**config.mk**
```make
export PLATFORM = sky130hd
export DESIGN_NAME = rp3d_sine
export DESIGN_NICKNAME = d
export VERILOG_FILES = /design/src/rp3d_pkg.sv /design/src/rp3d_sine.sv
export SDC_FILE = /design/constraint.sdc
export NUM_CORES = 1
export LEC_CHECK = 0
export ABC_AREA = 1
export BUFFER_PORTS_ARGS = -buffer_cell sky130_fd_sc_hd__buf_2
export CAP_MARGIN = 10
export CORE_UTILIZATION = 55
export DETAILED_ROUTE_END_ITERATION = 8
export MAX_ROUTING_LAYER = met4
export PLACE_DENSITY = 0.71
export SETUP_SLACK_MARGIN = 0.3
export SKIP_CTS_REPAIR_TIMING = 1
export SYNTH_ARGS = -nofsm -noshare
export SYNTH_HDL_FRONTEND = slang
export SYNTH_SLANG_ARGS = --single-unit
export TNS_END_PERCENT = 5
```
**constraint.sdc**
```tcl
create_clock -name clk -period 11.56 [get_ports clk]
set_input_delay 2.89 -clock clk [delete_from_list [all_inputs] [get_ports clk]]
set_output_delay 2.89 -clock clk [all_outputs]
set_load 0.005 [all_outputs]
```
**src/rp3d_pkg.sv**
```systemverilog
package rp3d_pkg;

	localparam int SINE_TABLE_BITS_DEF = 10;
	localparam int COORD_W = 16;
	localparam int ANGLE_W = 16;
	localparam int OUT_W = 19;
	localparam int TRIG_W = 17;
	localparam int CFG_IDX_W = 2;

	localparam logic [CFG_IDX_W-1:0] REG_ASPECT_X = 2'd0;
	localparam logic [CFG_IDX_W-1:0] REG_ASPECT_Y = 2'd1;
	localparam logic [CFG_IDX_W-1:0] REG_DEPTH = 2'd2;
	// index with no register behind it
	localparam logic [CFG_IDX_W-1:0] REG_UNUSED = 2'd3;

	localparam logic [15:0] SIN_A = 16'd51472;
	localparam logic [15:0] SIN_B = 16'd21024;
	localparam logic [15:0] SIN_C = 16'd2320;

	localparam logic signed [OUT_W-1:0] OUT_MAX = 19'sd262143;
	localparam logic signed [OUT_W-1:0] OUT_MIN = -19'sd262143 - 19'sd1;

	typedef logic signed [TRIG_W-1:0] trig_t;

endpackage

```
**src/rp3d_sine.sv**
```systemverilog
// four-stage quarter-wave polynomial sine, result q15 signed
module rp3d_sine #(
	parameter int SINE_TABLE_BITS = rp3d_pkg::SINE_TABLE_BITS_DEF
) (
	input  logic            clk,
	input  logic [3:0]      en,
	input  logic [15:0]     phase,
	output rp3d_pkg::trig_t sine_s4
);
	localparam int SH = 16 - SINE_TABLE_BITS;
	logic [15:0] p;
	logic [13:0] r;
	logic [14:0] t;
	logic [29:0] tt;
	logic [31:0] u_full;
	logic [15:0] v;
	logic [31:0] w_full;
	logic [15:0] x;
	logic [31:0] s_full;
	logic [15:0] s;
	logic [15:0] t2_s1, t2_s2, v_s2, x_s3;
	logic [14:0] t_s1, t_s2, t_s3;
	logic neg_s1, neg_s2, neg_s3;

	always_comb begin
		p = (phase >> SH) << SH;
		r = p[13:0];
		t = p[14] ? (15'd16384 - {1'b0, r}) : {1'b0, r};
		tt = t * t;
		u_full = rp3d_pkg::SIN_C * t2_s1;
		v = rp3d_pkg::SIN_B - u_full[29:14];
		w_full = v_s2 * t2_s2;
		x = rp3d_pkg::SIN_A - w_full[29:14];
		s_full = x_s3 * {1'b0, t_s3};
		s = s_full[29:14];
	end

	// one multiply per stage
	always_ff @(posedge clk) begin
		if (en[0]) begin
			t2_s1 <= tt[29:14];
			t_s1 <= t;
			neg_s1 <= p[15];
		end
		if (en[1]) begin
			v_s2 <= v;
			t2_s2 <= t2_s1;
			t_s2 <= t_s1;
			neg_s2 <= neg_s1;
		end
		if (en[2]) begin
			x_s3 <= x;
			t_s3 <= t_s2;
			neg_s3 <= neg_s2;
		end
		if (en[3]) begin
			sine_s4 <= neg_s3 ? -rp3d_pkg::trig_t'({1'b0, s}) : rp3d_pkg::trig_t'({1'b0, s});
		end
	end
endmodule

```
==> impl_results.md <==
- Row Count: 72
- Chip height: 202 um
- Sink Count: 110
- Final nets: approximately 3.4k
- Max-cap violation count: 0
- Initial Utilization: 0.562
- Clk_skew: 0.0185 ns
- Achievable Freq: 113 MHz
- Clock buffer depth: 2
- Die ar.: 40700 um2
- WP data arrival: between 8 and 9 ns
- Die width: 202 um
- Diode count: 0
- WL/cell: between 10 and 15 um
- CP max-delay cell: fa_1
- Hold path depth: 0
- Fraction of registers with async set/reset: 0
- Worst setup EP type: flip-flop
- Syn Inst Count: 2816
- Post-synth EDFFs: 110
- Drt total wl: roughly 47 mm
- Syn. warnings: 0
- Period Utilization, post-route: 0.763
- Final min period: between 8 and 9 ns
- Final ANT Viol Nets: 0
- Register bit count reported by yosys: 110
- Synth Cell Area: 21900 um2
- Via Count: 17.0k
- Fillers: between 3k and 4k
- Actual transition at the worst max-transition pin: between 0.8 and 0.9 ns
- Routability cong.: 0.925
- Top cells by area, synth: fa_1 29%, ha_1 16%, edfxtp_1 15%
- Bufs and invs on worst path: 7
- Post-DP HPWL: 39.2 mm
- Hold slack final: 0.414 ns
- Initial DRC count: 939
- Slew margin rel.: 0.408
- Cell family with most CP delay: adder cells
- CORE AREA: between 30000 and 40000 um2
- CTS H-Tree Depth: 3
- Port bufs: 31
- Crit Path Class: primary input to flip-flop
- CTS tree: yes
- CP required: 11.69 ns
- Critical path's largest stage delay: roughly 0.52 ns
- CP Launch Type: primary input
- Status: finished clean
- CTS buffer count: 9
- Vias in the first global route: 18.0k
- Commonest non-fill, non-tap cell in the layout: nand2_1
- Sum of negative setup slack: 0 ns
- Mean Syn Cell Area: 7.79 um2
- Layout area overhead: 3.61%
- Synth top area share: 0.289
- Remaining global-route overflow: 0
- CP max FO: 10
- Worst-Skew Late Latency: around 0.38 ns
- Initial antenna violation count: 0
- Unrepaired setup endpoints after global routing: false
- DRC: 0
- First-pass GRT wire length: 82.7 mm
- Setup violators final: 0
- Most frequent cells in the layout: 766 x nand2_1, 762 x inv_1, 317 x fa_1
- Worst Hold Class: flip-flop to flip-flop
- 1st-pass router iterations: 5
- Top_reg_cell synth: edfxtp_1
- Share of cells above drive strength 1: 0.0309
- I/O pin cnt: 38
- Root Buffer Master: clkbuf_16
- Synth unique cells: 44
- CP Depth: 30
- Worst reg2reg path depth: 26
- Total GRT Usage: 0.257
- Seq/Total Area, Yosys: 0.151
- Yosys top cell by area: fa_1
- Reg clk slew, reported paths: 0.08 ns
- Max-slew violations: 0
- Final hold viol count: 0
- Via/cell ratio: 5.15
- Largest net degree at the start of global routing: 42
path summary, 6_finish.rpt:
path	end	slack (ns)	start
min reg2reg	t_s2[12]	0.41	t_s1[12]
max	t2_s1[14]	2.74	phase[6]
max reg2reg	x_s3[14]	4.72	v_s2[10]
min	t_s2[12]	0.41	t_s1[12]
state kept, by name (all words and copies together) (netlist names):
| name | flops |
|---|---|
| t2_s1 | 16 |
| t_s3 | 9 |
| neg_s3 | 1 |
| sine_s4 | 17 |
| neg_s2 | 1 |
| neg_s1 | 1 |
| t2_s2 | 16 |
| t_s1 | 9 |
| t_s2 | 9 |
| v_s2 | 15 |
| x_s3 | 16 |
stage by stage:
stage	setup slack [ns]	area (um2)	instances	util
after floorplan	3.26	22000	2819	-
after global placement	2.47	22400	3286	0.575
after detailed placement	2.36	22400	3286	0.575
after CTS	2.76	22700	3302	0.583
after global routing	2.22	22700	3302	0.583
final	2.74	22700	3302	0.583
layer usage:
metal  up-vias  GRT usage  wire length (um)
li1       8236          -                 -
met1      8223      0.324             20500
met2       470      0.435             22700
met3        70     0.0339              2990
met4         0     0.0657               935
met5         -          -                 0
cell families (layout without fill, tap and decap cells):
kind of cell	after synthesis	after routing	share of synthesized area
compound gates	133	133	0.0328
flops	110	110	0.151
xor+xnor	63	63	0.0255
other cells	2	5	0.000342
buf+inv	850	815	0.146
simple gates	1062	1062	0.196
fa+ha+maj	596	596	0.448
synthesized netlist by cell type (all sizes together), types with 2 or more instances:
master    n
edfxtp  110
nor3     18
inv     766
o21ai    36
buf       8
clkbuf   75
a31oi     2
nor2    131
o21bai    7
nand3b   12
xor2     43
xnor2    20
nand4    11
and2      3
o211ai    2
conb      2
nor4      3
fa      317
a21oi    80
nand3    93
ha      279
or2       5
o21a      3
nand2   784
and3      2
final cells by class:
type | instances | area, um2 | share of cell area
Timing Repair Buffer | 32 | 163 | 0.00716
Tap cell | 518 | 648 | 0.0285
Clock buffer | 9 | 225 | 0.00991
Inverter | 767 | 2880 | 0.127
Multi-Input combinational cell | 1859 | 15400 | 0.679
Sequential cell | 110 | 3300 | 0.145
Clock inverter | 7 | 67.6 | 0.00297
Power is not shown: default switching activity piles up to over one toggle a cycle in this logic, so the estimate is an artifact.
