[config.mk]
export PLATFORM = sky130hd
export DESIGN_NAME = rp3d_rot
export DESIGN_NICKNAME = d
export VERILOG_FILES = /design/src/rp3d_pkg.sv /design/src/rp3d_rot.sv
export SDC_FILE = /design/constraint.sdc
export NUM_CORES = 2
export LEC_CHECK = 0
export ABC_CLOCK_PERIOD_IN_PS = 8550
export BUFFER_PORTS_ARGS = -buffer_cell sky130_fd_sc_hd__clkbuf_2
export CORE_MARGIN = 5
export CORE_UTILIZATION = 32
export CTS_BUF_LIST = sky130_fd_sc_hd__clkbuf_4 sky130_fd_sc_hd__clkbuf_8
export CTS_CLUSTER_DIAMETER = 150
export DETAILED_ROUTE_END_ITERATION = 10
export MAX_ROUTING_LAYER = met4
export PLACE_DENSITY = 0.5
export SLEW_MARGIN = 0
export SYNTH_ARGS = -nofsm -noshare
export SYNTH_HDL_FRONTEND = slang
export SYNTH_SLANG_ARGS = --single-unit
[constraint.sdc]
create_clock -name clk -period 8.55 [get_ports clk]
set_input_delay 1.2825 -clock clk [delete_from_list [all_inputs] [get_ports clk]]
set_output_delay 1.2825 -clock clk [all_outputs]
set_load 0.03 [all_outputs]
[src/rp3d_pkg.sv]
package rp3d_pkg;

	localparam int SINE_TABLE_BITS_DEF = 10;
	localparam int COORD_W = 16;
	localparam int ANGLE_W = 16;
	localparam int OUT_W = 19;
	localparam int TRIG_W = 17;
	localparam int CFG_IDX_W = 2;

	localparam logic [CFG_IDX_W-1:0] REG_ASPECT_X = 2'd0;
	localparam logic [CFG_IDX_W-1:0] REG_ASPECT_Y = 2'd1;
	localparam logic [CFG_IDX_W-1:0] REG_DEPTH = 2'd2;
	// index with no register behind it
	localparam logic [CFG_IDX_W-1:0] REG_UNUSED = 2'd3;

	localparam logic [15:0] SIN_A = 16'd51472;
	localparam logic [15:0] SIN_B = 16'd21024;
	localparam logic [15:0] SIN_C = 16'd2320;

	localparam logic signed [OUT_W-1:0] OUT_MAX = 19'sd262143;
	localparam logic signed [OUT_W-1:0] OUT_MIN = -19'sd262143 - 19'sd1;

	typedef logic signed [TRIG_W-1:0] trig_t;

endpackage

[src/rp3d_rot.sv]
// one registered plane rotation: (u*c - v*s, u*s + v*c) >> 15, round half up
module rp3d_rot #(
	parameter int IN_W = 18,
	parameter int OUT_W = 18
) (
	input  logic                    clk,
	input  logic                    en,
	input  logic signed [IN_W-1:0]  u,
	input  logic signed [IN_W-1:0]  v,
	input  rp3d_pkg::trig_t         c,
	input  rp3d_pkg::trig_t         s,
	output logic signed [OUT_W-1:0] a_q,
	output logic signed [OUT_W-1:0] b_q
);
	localparam int PW = IN_W + rp3d_pkg::TRIG_W + 1;
	logic signed [PW-1:0] ea, eb;

	always_comb begin
		ea = PW'(u * c) - PW'(v * s) + PW'(16384);
		eb = PW'(u * s) + PW'(v * c) + PW'(16384);
	end

	always_ff @(posedge clk) begin
		if (en) begin
			a_q <= OUT_W'(ea >>> 15);
			b_q <= OUT_W'(eb >>> 15);
		end
	end
endmodule

==> impl_metrics.env <==
export IMPL_status="finished, final reports clean"
export IMPL_min_period_ns=8.25
export IMPL_fmax_mhz=121
export IMPL_cp_cell_sequence="buf_2, buf_12, and2_1, fa_1, inv_1, fa_1, fa_1, fa_1, inv_1, fa_1, inv_1, fa_1, fa_1, fa_1, inv_1, ha_1, a21o_1, a221o_1, a2111o_1, o221a_4, o2111ai_2, o21ai_2, a31oi_2, xnor2_1"
export IMPL_ant_nets=0
export IMPL_crit_type="in -> reg"
export IMPL_fillCellCount=14486
export IMPL_worst_slew_pin_slew_ns=0.698
export IMPL_ioPinCount=108
export IMPL_drc=0
export IMPL_drtPass1Iterations=5
export IMPL_row_count=137
export IMPL_synth_seq_area_share=0.0241
export IMPL_period_share=0.965
export IMPL_grt_max_degree=37
export IMPL_start_util=0.322
export IMPL_vias=30405
export IMPL_syn_nets=6403
export IMPL_synth_top_area_cell="fa_1"
export IMPL_drive_gt1_frac=0.0942
export IMPL_slew_headroom=0.534
export IMPL_viasPerCell=4.44
export IMPL_critPathMostFrequentCell="fa_1"
export IMPL_globalplace_congestion=0.875
export IMPL_slowest_delay_ns=0.56
export IMPL_cp_arrival_ns=8.38
export IMPL_first_global_vias=34026
export IMPL_yosys_top_cells_area="fa_1 (58%), inv_1 (12%), ha_1 (7.8%)"
export IMPL_grt_setup_unrepaired="false"
export IMPL_numCtsBuffers=5
export IMPL_clk_transition_reported_paths_ns=0.10
export IMPL_mappedNetlistArea_mm2=0.0449
export IMPL_ys_warn_count=0
export IMPL_cts_sinks=36
export IMPL_htreeDepth=2
export IMPL_fp_dieW_um=385
export IMPL_hpwl_mm=109
export IMPL_path_max_fanout=6
export IMPL_wirelength_mm=123
export IMPL_cp_slowest_cell="fa_1"
export IMPL_drt_initial_drc_count=1511
export IMPL_synth_cell_types=53
export IMPL_root_buffer="clkbuf_8"
export IMPL_hp_class="in -> reg"
export IMPL_grt_ovfl_total=0
export IMPL_avgSynthCellArea_um2=9.46
export IMPL_yosys_most_used_dff="edfxtp_1"
export IMPL_wl_per_cell_um=18.0
export IMPL_setup_viol=0
export IMPL_tns_ns=0
export IMPL_synth_top_area_frac=0.582
export IMPL_synth_edf_count=36
export IMPL_antenna_found_initial=9
export IMPL_synth_most_common_cell="inv_1"
export IMPL_grt_usage=0.182
export IMPL_layout_nets=6624
export IMPL_fp_coreArea_mm2=0.140
export IMPL_grt_pass1_wl_mm=200
export IMPL_required_ns=8.67
export IMPL_crit_path_end_kind="flip-flop"
export IMPL_cts_tree="yes"
export IMPL_syn_to_final_growth_pct=12.2
export IMPL_worst_setup_path_start_kind="input port"
export IMPL_cts_buffer_depth=2
export IMPL_drv_slew=0
export IMPL_synth_seq_cells=36
export IMPL_hold_viol_final=0
export IMPL_die_area_mm2=0.148
export IMPL_synth_cells=4746
export IMPL_numPortBuffers=107
export IMPL_drv_cap=0
export IMPL_async_reset_ff_frac=0
export IMPL_synth_common_cells="inv_1 (1395), fa_1 (1305), nand2_1 (621)"
export IMPL_die_y_um=385
[path summary, 6_finish.rpt]
path | from | endpoint | slack (ns) | cells after the start
worst max-delay path | u[15] | b_q[17] | 0.30 | 24
worst min-delay path | en | a_q[14] | 1.54 | 2
[sequential cells by signal (all words and copies together) (netlist names)]
name and flops:
a_q 18, b_q 18
[logic make-up after synthesis]
family                   after synthesis  synth area share
AO/OA/AOI/OAI                        108            0.0170
XOR/XNOR                              98            0.0191
adder cells (fa/ha/maj)             1585             0.660
buffers and inverters               1627             0.136
flip-flops                            36            0.0241
AND/OR/NAND/NOR                     1292             0.144
[cells in the final DEF, fill, tap and decap left out, types with 3 or more instances in the layout]
cell type     n
inv_1      1394
fa_1       1305
nand2_1     621
and2_1      548
ha_1        280
buf_4       276
clkbuf_2    103
xnor2_1      82
buf_12       63
nor2_1       36
edfxtp_1     36
a21oi_1      32
nor2b_1      30
nand2b_1     27
o21ai_0      16
xor2_1       16
a21o_1       12
diode_2       9
nor3_1        8
a31oi_1       6
nand4_1       5
clkbuf_8      5
nand3_1       4
a211oi_1      4
o211ai_1      3
buf_2         3
[stage by stage]
stage	setup slack, ns	instances	hold WS, ns	instance area, um^2	utilization
6_report	0.298	6852	1.54	50400	0.361
4_1_cts	0.128	6843	1.55	50300	0.361
3_5_place_dp	-0.439	6836	1.78	50200	0.360
2_1_floorplan	0.0107	4746	1.40	44900	-
5_1_grt	0.0298	6849	1.57	50400	0.361
3_3_place_gp	-0.401	6836	1.78	50200	0.360
[worst max-delay path: cells and delay by family]
family / cells / cell delay (ns)
xor+xnor: 1 / 0.09
buf+inv: 6 / 0.67
fa+ha+maj: 9 / 4.29
simple gates: 1 / 0.14
compound gates: 7 / 1.87
[per-layer routing]
layer / wire length, um / vias up / global-route usage
met5: 0 / - / -
met4: 1930 / 0 / 0.0288
met3: 4710 / 68 / 0.0144
met2: 59900 / 583 / 0.297
met1: 56900 / 16147 / 0.254
li1: - / 13607 / -
[what timing repair did]
| item | CTS | global route |
|---|---|---|
| setup buffers | 0 | 0 |
| pin swaps | 0 | 0 |
| hold endpoints to repair | 0 | 0 |
| hold buffers | 0 | 0 |
| endpoints found under the setup margin | 1 | 14 |
| gates resized for setup | 1 | 10 |
[layout make-up]
type                       instances  area, um^2  area share
sequential                        36        1080      0.0215
clock inverter                     2        7.51    0.000149
inverter                        1395        5240       0.104
clock buffer                       5        68.8     0.00137
timing repair buffer             446        3870      0.0769
multi-input combinational       3083       37700       0.749
antenna                            9        22.5    0.000447
tap                             1876        2350      0.0466
Power is not shown: default switching activity piles up to over one toggle a cycle in this logic, so the estimate is an artifact.
